<file path="config.mk">
export PLATFORM = sky130hd
export DESIGN_NAME = checkpoint_envelope_checker_unit
export DESIGN_NICKNAME = d
export VERILOG_FILES = /design/src/rtl/cec_pkg.sv /design/src/rtl/checkpoint_envelope_checker_unit.sv
export SDC_FILE = /design/constraint.sdc
export NUM_CORES = 2
export LEC_CHECK = 0
export ABC_AREA = 1
export BUFFER_PORTS_ARGS = -buffer_cell sky130_fd_sc_hd__buf_2
export CAP_MARGIN = 10
export CELL_PAD_IN_SITES_DETAIL_PLACEMENT = 1
export CELL_PAD_IN_SITES_GLOBAL_PLACEMENT = 2
export CORE_MARGIN = 2
export CORE_UTILIZATION = 30
export DETAILED_ROUTE_END_ITERATION = 6
export HOLD_SLACK_MARGIN = 0.06
export PLACE_DENSITY = 0.69
export REMOVE_ABC_BUFFERS = 1
export SLEW_MARGIN = 15
export SYNTH_ARGS = -nofsm -noshare
export SYNTH_HDL_FRONTEND = slang
export SYNTH_SLANG_ARGS = --single-unit
export TNS_END_PERCENT = 100
</file>
<file path="constraint.sdc">
create_clock -name aclk -period 6.4 [get_ports aclk]
set_input_delay 0.64 -clock aclk [delete_from_list [all_inputs] [get_ports aclk]]
set_output_delay 0.64 -clock aclk [all_outputs]
set_load 0.03 [all_outputs]
</file>
<file path="src/rtl/cec_pkg.sv">
// Shared constants, types and helper functions for the checkpoint envelope checker.
package cec_pkg;

    localparam int COUNT_BITS = 32;
    localparam int HDR_BYTES  = 16;
    localparam int ENV_BYTES  = 24;

    localparam logic [63:0] FNV_BASIS = 64'hCBF29CE484222325;

    localparam logic [15:0] VERSION_RESET   = 16'd1;
    localparam logic [31:0] MAX_FRAME_RESET = 32'd1048576;

    localparam logic [7:0] MAGIC_0 = 8'h53;  // 'S'
    localparam logic [7:0] MAGIC_1 = 8'h57;  // 'W'
    localparam logic [7:0] MAGIC_2 = 8'h50;  // 'P'
    localparam logic [7:0] MAGIC_3 = 8'h53;  // 'S'

    typedef enum logic [0:0] {
        REG_EXPECTED_VERSION = 1'b0,
        REG_MAX_FRAME_BYTES  = 1'b1
    } cfg_reg_t;

    typedef enum logic [3:0] {
        ST_OK          = 4'd0,
        ST_LIMIT       = 4'd1,
        ST_TRUNCATED   = 4'd2,
        ST_MAGIC       = 4'd3,
        ST_VERSION     = 4'd4,
        ST_RESERVED    = 4'd5,
        ST_SHORT_PAY   = 4'd6,
        ST_TRAILING    = 4'd7,
        ST_CHECKSUM    = 4'd8
    } status_t;

    // FNV-64 prime 2^40 + 0x1B3 as shift-add
    function automatic logic [63:0] fnv_mul(input logic [63:0] x);
        fnv_mul = (x << 40) + (x << 8) + (x << 7) + (x << 5) + (x << 4) + (x << 1) + x;
    endfunction

    function automatic logic [7:0] magic_byte(input logic [1:0] idx);
        logic [7:0] m;
        case (idx)
            2'd0: m = MAGIC_0;
            2'd1: m = MAGIC_1;
            2'd2: m = MAGIC_2;
            default: m = MAGIC_3;
        endcase
        magic_byte = m;
    endfunction

endpackage

</file>
<file path="src/rtl/checkpoint_envelope_checker_unit.sv">
// Top level: streaming frame envelope checker with FNV-1a-64 payload checksum.
//
// Usage: the s_ channel takes one buffer byte per request, s_final_byte marks
// the last byte. Each buffer yields exactly one m_ request carrying m_status
// (first failing check, 0 when the frame is good) and m_frame_bytes (byte
// count, saturating). Non-final bytes produce no output.
// Pipeline: an accepted byte lands in the input register, from which it
// updates the frame state; for a final byte m_valid rises with that update.
// Throughput is one byte per cycle unless a held result stalls a final byte,
// set by the combinational hash recurrence (xor plus shift-add constant multiply).
// Stall: a held result blocks only a final byte waiting in the input register;
// non-final bytes keep flowing while m_valid waits for m_ready.
// Configuration: cfg_wr_en writes register cfg_index (0 expected version, 1 max
// frame bytes) at once; the user writes only while idle (not enforced).
// Reset: aresetn (synchronous, active low) clears the pipeline, the frame
// state and restores the register reset values (version 1, limit 1 MiB).
module checkpoint_envelope_checker_unit
    import cec_pkg::*;
(
    input  logic        aclk,
    input  logic        aresetn,
    input  logic        cfg_wr_en,
    input  logic [0:0]  cfg_index,
    input  logic [31:0] cfg_wdata,
    input  logic        s_valid,
    output logic        s_ready,
    input  logic [7:0]  s_data_byte,
    input  logic        s_final_byte,
    output logic        m_valid,
    input  logic        m_ready,
    output logic [3:0]  m_status,
    output logic [31:0] m_frame_bytes
);

    logic [15:0] exp_version_reg;
    logic [31:0] max_frame_reg;

    logic        in_valid_reg;
    logic [7:0]  in_byte_reg;
    logic        in_final_reg;

    logic [COUNT_BITS-1:0] count_reg, count_next;
    logic [63:0] hash_reg, hash_next;
    logic        magic_bad_reg, magic_bad_next;
    logic [15:0] version_reg, version_next;
    logic        reserved_reg, reserved_next;
    logic [63:0] length_reg, length_next;
    logic [63:0] tail_reg, tail_next;

    logic        m_valid_reg;
    status_t     status_reg, status_next;
    logic [31:0] frame_bytes_reg, frame_bytes_next;

    logic        advance;
    logic        process;
    logic [63:0] pos;
    logic [63:0] total;
    logic [63:0] payload_len;

    assign advance = !(in_valid_reg && in_final_reg && m_valid_reg && !m_ready);
    assign s_ready = !in_valid_reg || advance;
    assign process = in_valid_reg && advance;

    assign pos = 64'(count_reg);

    always_comb begin
        magic_bad_next = magic_bad_reg;
        version_next   = version_reg;
        reserved_next  = reserved_reg;
        length_next    = length_reg;
        hash_next      = hash_reg;

        if (pos < 64'd4) begin
            if (in_byte_reg != magic_byte(count_reg[1:0])) begin
                magic_bad_next = 1'b1;
            end
        end else if (pos < 64'd6) begin
            version_next = version_reg | (16'(in_byte_reg) << (4'(count_reg[0]) << 3));
        end else if (pos < 64'd8) begin
            if (in_byte_reg != 8'd0) begin
                reserved_next = 1'b1;
            end
        end else if (pos < 64'(HDR_BYTES)) begin
            length_next = length_reg | (64'(in_byte_reg) << (6'(count_reg[2:0]) << 3));
        end

        if (pos >= 64'(ENV_BYTES)) begin
            hash_next = fnv_mul(hash_reg ^ {56'd0, tail_reg[7:0]});
        end

        tail_next = {in_byte_reg, tail_reg[63:8]};

        if (count_reg != {COUNT_BITS{1'b1}}) begin
            count_next = count_reg + COUNT_BITS'(1);
        end else begin
            count_next = count_reg;
        end
    end

    assign total       = 64'(count_next);
    assign payload_len = total - 64'(ENV_BYTES);

    always_comb begin
        if (total > 64'(max_frame_reg)) begin
            status_next = ST_LIMIT;
        end else if (total < 64'(ENV_BYTES)) begin
            status_next = ST_TRUNCATED;
        end else if (magic_bad_next) begin
            status_next = ST_MAGIC;
        end else if (version_next != exp_version_reg) begin
            status_next = ST_VERSION;
        end else if (reserved_next) begin
            status_next = ST_RESERVED;
        end else if (length_next > payload_len) begin
            status_next = ST_SHORT_PAY;
        end else if (length_next != payload_len) begin
            status_next = ST_TRAILING;
        end else if (hash_next != tail_next) begin
            status_next = ST_CHECKSUM;
        end else begin
            status_next = ST_OK;
        end

        if (total > 64'hFFFF_FFFF) begin
            frame_bytes_next = 32'hFFFF_FFFF;
        end else begin
            frame_bytes_next = total[31:0];
        end
    end

    always_ff @(posedge aclk) begin
        if (!aresetn) begin
            exp_version_reg <= VERSION_RESET;
            max_frame_reg   <= MAX_FRAME_RESET;
        end else if (cfg_wr_en) begin
            case (cfg_index)
                REG_EXPECTED_VERSION: exp_version_reg <= cfg_wdata[15:0];
                REG_MAX_FRAME_BYTES:  max_frame_reg   <= cfg_wdata;
                default: ;
            endcase
        end
    end

    always_ff @(posedge aclk) begin
        if (!aresetn) begin
            in_valid_reg <= 1'b0;
        end else if (s_ready) begin
            in_valid_reg <= s_valid;
        end
    end

    always_ff @(posedge aclk) begin
        if (s_ready && s_valid) begin
            in_byte_reg  <= s_data_byte;
            in_final_reg <= s_final_byte;
        end
    end

    // frame state: cleared after the final byte
    always_ff @(posedge aclk) begin
        if (!aresetn || (process && in_final_reg)) begin
            count_reg     <= '0;
            hash_reg      <= FNV_BASIS;
            magic_bad_reg <= 1'b0;
            version_reg   <= '0;
            reserved_reg  <= 1'b0;
            length_reg    <= '0;
            tail_reg      <= '0;
        end else if (process) begin
            count_reg     <= count_next;
            hash_reg      <= hash_next;
            magic_bad_reg <= magic_bad_next;
            version_reg   <= version_next;
            reserved_reg  <= reserved_next;
            length_reg    <= length_next;
            tail_reg      <= tail_next;
        end
    end

    always_ff @(posedge aclk) begin
        if (!aresetn) begin
            m_valid_reg <= 1'b0;
        end else if (process && in_final_reg) begin
            m_valid_reg <= 1'b1;
        end else if (m_ready) begin
            m_valid_reg <= 1'b0;
        end
    end

    always_ff @(posedge aclk) begin
        if (process && in_final_reg) begin
            status_reg      <= status_next;
            frame_bytes_reg <= frame_bytes_next;
        end
    end

    assign m_valid       = m_valid_reg;
    assign m_status      = status_reg;
    assign m_frame_bytes = frame_bytes_reg;

endmodule
</file>
# Word level (Yosys, flattened, before mapping)
# Index checks and enable logic that the tools add are counted.
op_classes:
  eq_ne: 7
  shifts: 2
  magnitude_cmp: 9
  n_reduce_logical: 18
  bitwise_logic: 4
  n_mux: 25
  add_sub_neg: 8
op_table:
  columns: ["op", "n"]
  rows:
  - ["$add 64x64->64", 6]
  - ["$mux 64", 5]
  - ["$ne 64x64->1", 2]
  - ["$gt 64x64->1", 1]
  - ["$lt 32x3->1 const B", 2]
  - ["$lt 32x5->1 const B", 2]
  - ["$or 64x64->64", 1]
  - ["$shl 8x6->64", 1]
  - ["$xor 64x8->64", 1]
  - ["$sub 32x5->33 const B", 1]
  - ["$add 32x1->32 const B", 1]
  - ["$ge 32x5->1 const B", 1]
  - ["$gt 32x32->1", 1]
  - ["$gt 32x32->1 const B", 1]
  - ["$lt 32x4->1 const B", 1]
  - ["$mux 16", 2]
  - ["$mux 32", 1]
  - ["$ne 32x32->1 const B", 1]
  - ["$ne 16x16->1", 1]
  - ["$or 16x16->16", 1]
  - ["$shl 8x4->16", 1]
  - ["$mux 3", 4]
  - ["$mux 1", 8]
  - ["$mux 8", 1]
  - ["other kinds (15)", 26]
totals:
  word_cells: 90
  output_inout_bits: 38
  ff_bits: 337

# Depth between registers and ports, before layout
depth:
  word_depth: 16
  depth_mapped: 35
  mapped_depth_nobuf: 35

# Worst setup path before layout
# Ideal clock, no wire load.
synth_path:
  path_type: "flip-flop to flip-flop"
  start: "register hash_reg[39]"
  end: "register status_reg[3] (netlist: m_status[3]) (data pin)"
  stages_incl_launch_ff: 31
  n_path_buf: 0
  setup_slack_ns: 1.522
  t_required_ns: 6.151
  synth_period_minus_slack_ns: 4.878
  arrival_ns: 4.629
  setup_ns: 0.249
  cell_sequence: "dfxtp_1 inv_1 fa_1 inv_1 fa_1 inv_1 fa_1 fa_1 inv_1 ha_1 nand2_1 nor2_1 inv_1 nor2_1 nand2_1 nor2_1 nand2_1 nand3_1 nand2_1 nand3_1 nand2_1 nand2_1 nand2_1 inv_1 nand2_1 nor2_1 nand2_1 nor2_1 nand3_1 nand2_1 inv_1"
synth_via:
  elab_chain_len: 10
synth_lines:
  columns: ["item", "line", "rtl"]
  rows:
  - ["start: declaration", "checkpoint_envelope_checker_unit.sv:43", "logic [63:0] hash_reg, hash_next;"]
  - ["start signal: assignment", "checkpoint_envelope_checker_unit.sv:171", "hash_reg <= hash_next;"]
  - ["$xor 64x8->64", "checkpoint_envelope_checker_unit.sv:88", "hash_next = fnv_mul(hash_reg ^ {56'd0, tail_reg[7:0]});"]
  - ["$add 64x64->64 (6 in a row)", "cec_pkg.sv:37", "fnv_mul = (x << 40) + (x << 8) + (x << 7) + (x << 5) + (x << 4) + (x << 1) + x;"]
  - ["$mux 64 (*)", "checkpoint_envelope_checker_unit.sv:87", "if (pos >= 64'(ENV_BYTES)) begin"]
  - ["$ne 64x64->1 (*)", "checkpoint_envelope_checker_unit.sv:118", "end else if (hash_next != tail_next) begin"]
  - ["$mux 4 (*)", "checkpoint_envelope_checker_unit.sv:118", null]
  - ["end signal: assignment", "checkpoint_envelope_checker_unit.sv:192", "status_reg <= status_next;"]
  - ["end: declaration", "checkpoint_envelope_checker_unit.sv:51", "status_t status_reg, status_next;"]
# Every way passes the cells marked *; elsewhere a longest branch is shown, timed or not.
# A chain may end at the register's enable or synchronous reset.

# Worst setup path after layout
layout_path:
  start: "register hash_reg[15]"
  end: "register status_reg[3] (netlist: m_status[3]) (data pin)"
# The elaborated chain is that of the path after synthesis.

==> impl_metrics.tcl <==
set metrics [dict create \
    status "finished clean" \
    rr_worst_depth 30 \
    vias 28500 \
    tightest_slew_ns 0.992 \
    area_growth_pct 15.0 \
    yosysWarnings 0 \
    most-common-layout-cells "983 x inv_1, 956 x nand2_1, 288 x a21oi_1" \
    ff2ff_setup_slack_ns 0.33 \
    synth_edf_count 45 \
    gp_congestion 0.902 \
    die-area_um2 106000 \
    ys_async_sr_fraction 0 \
    rr_endpoint "m_status[3]" \
    netlist_area_um2 31100 \
    cp-end-kind "flop" \
    critPathTopFamily "adder cells" \
    max_freq_ghz 0.165 \
    ys_types 63 \
    finalCritPeriodShare 0.948 \
    design.core.area_um2 103000 \
    layout.cells.non_filler 6001 \
    io_pins 85 \
    hp-class "in2reg" \
    grt_pass1_vias 29000 \
    cts_root_buffer "clkbuf_16" \
    drv_slew 0 \
    cp-start-kind "flop" \
    dp_hpwl_mm 98.0 \
    io_buffers 84 \
    final_common_cell "inv_1" \
    numCtsBuffers 44 \
    fill_cells 13000 \
    maxCapViolCount 0 \
    drtAntennaViolNets 0 \
    cts_tree "done" \
    finalSetupViolations 0 \
    period_minus_slack_ns 6.07 \
    die_y_um 326 \
    worst-path-stages 30 \
    cts_hold_buffers 0 \
    grt_max_degree 120 \
    cts.path.max_buffers 3 \
    placed_cells 5891 \
    hold_viol_final 0 \
    wl_per_cell_um 19.9 \
    critPathKind "reg2reg" \
    avgSynthCellArea_um2 7.07 \
    layout-drive-gt1-share 0.0961 \
    crit_required_ns 6.74 \
    dieWidth_um 326 \
    worstSetupEndpoint "m_status[3]" \
    worst_slack_ns 0.333 \
    slew_headroom 0.339 \
    grt_usage 0.223 \
    crit_top_cell "nand2_1" \
    path_clk_slew_ns 0.06 \
    r2r_start "hash_reg[15]" \
    grt_antenna_before_repair 2 \
    finalWirelength_mm 120 \
    critPathArrivalTime_ns 6.41 \
    drtIter0Drc 1588 \
    ys_seq_elements 337 \
    worst-path-max-fanout 5 \
    start_util 0.301 \
    rows 118 \
    grt_first_pass_wirelength_mm 181 \
    slowest_delay_ns 0.59 \
    clock_skew_ns 0.0300 \
    firstDrtPassIters 5 \
    gr-total-overflow 0 \
    pre_cts_slack_ns -0.146 \
    vias_per_cell 4.74 \
    drc 0 \
    synth-main-ff-cell "dfxtp_1" \
    cpMaxStageDelayCell "fa_1" \
    worstSetupStartpoint "hash_reg[15]" \
    htree_levels 2 \
    clk-insertion-delay-late_ns 0.60 \
    final_nets 5082 \
    cts.sinks 337 \
    ys_seq_area_frac 0.231 \
    synthCells 4398 \
    worst-path-buf-inv 8 \
]
cell usage after synthesis, drive strengths merged, types with 4 or more instances:
cell    instances  area (um^2)
edfxtp         45         1350
nand3b          4         30.0
or2            12         75.1
nor4           16          115
xor2           79          692
a211oi          8         60.1
o211ai         17          128
xnor2          26          235
dfxtp         292         5850
clkbuf         89          334
nor2          306         1200
nand3         241         1270
nand4          50          313
nand2         975         3730
and2            4         25.0
fa            245         4900
inv          1008         3790
a21oi         289         1460
buf            21          129
o21bai         55          417
nor3           47          298
o211a          46          460
and3            4         25.0
ha            206         2580
o21ai         288         1450
repair_timing:
item,4_1_cts,5_1_grt
setup buffers,3,24
gates resized for setup,4,44
setup endpoints to repair,1,1
worst register-to-register path: cells and delay by family (launching register included):
family / cells / cell delay (ns)
fa+ha+maj: 5 / 2.31
simple gates: 16 / 2.08
buf+inv: 8 / 0.79
flops: 1 / 0.37
compound gates: 1 / 0.28
layer usage:
| layer | up-vias | share of wire | track usage |
|---|---|---|---|
| li1 | 14100 | - | - |
| met1 | 13900 | 0.48 | 0.315 |
| met2 | 418 | 0.46 | 0.368 |
| met3 | 98 | 0.041 | 0.0299 |
| met4 | 2 | 0.019 | 0.0387 |
| met5 | - | 0.00011 | 0 |
area by class of cell:
class,count,area (um^2),area share
Antenna cell,1,2.50,0.0000700
Clock buffer,57,1180,0.0330
Clock inverter,25,282,0.00787
Inverter,1011,3840,0.107
Multi-Input combinational cell,2940,19800,0.553
Sequential cell,337,7200,0.201
Tap cell,1380,1730,0.0483
Timing Repair Buffer,250,1740,0.0487
logic make-up (layout without fill, tap and decap cells):
kind of cell               Yosys count  after routing  synth area share
and+or+nand+nor                   1663           1663             0.229
buffers and inverters             1121           1343             0.137
AOI/OAI and AO/OA                  721            721             0.132
adders and majority gates          451            451             0.241
DFF                                337            337             0.231
xor gates and xnor gates           105            105            0.0298
other                                0              1                 0
worst min path at each step:
| stage | from | to | slack [ns] | cells past startpoint |
|---|---|---|---|---|
| after floorplan | version_reg[1] | version_reg[1] | 0.43 | 2 |
| after global placement | version_reg[9] | version_reg[9] | 0.44 | 2 |
| after detailed placement | version_reg[1] | version_reg[1] | 0.45 | 2 |
| after CTS | s_data_byte[6] | in_byte_reg[6] | 0.20 | 1 |
| after global routing | s_data_byte[6] | in_byte_reg[6] | 0.21 | 1 |
| final | s_data_byte[6] | in_byte_reg[6] | 0.23 | 1 |
metrics by stage:
| step | hold WS [ns] | utilization | instance area, um^2 | setup TNS (ns) |
|---|---|---|---|---|
| finish | 0.227 | 0.347 | 35800 | 0 |
| global route | 0.207 | 0.347 | 35800 | -0.0261 |
| CTS | 0.200 | 0.343 | 35400 | 0 |
| detailed placement | 0.447 | 0.329 | 33900 | -0.146 |
| global placement | 0.439 | 0.329 | 33900 | -0.156 |
| floorplan | 0.428 | - | 30600 | -405.76 |
Power is left out: the tool's default activity adds up to more than one toggle a clock period on the data nets, which glitch-free logic cannot reach.
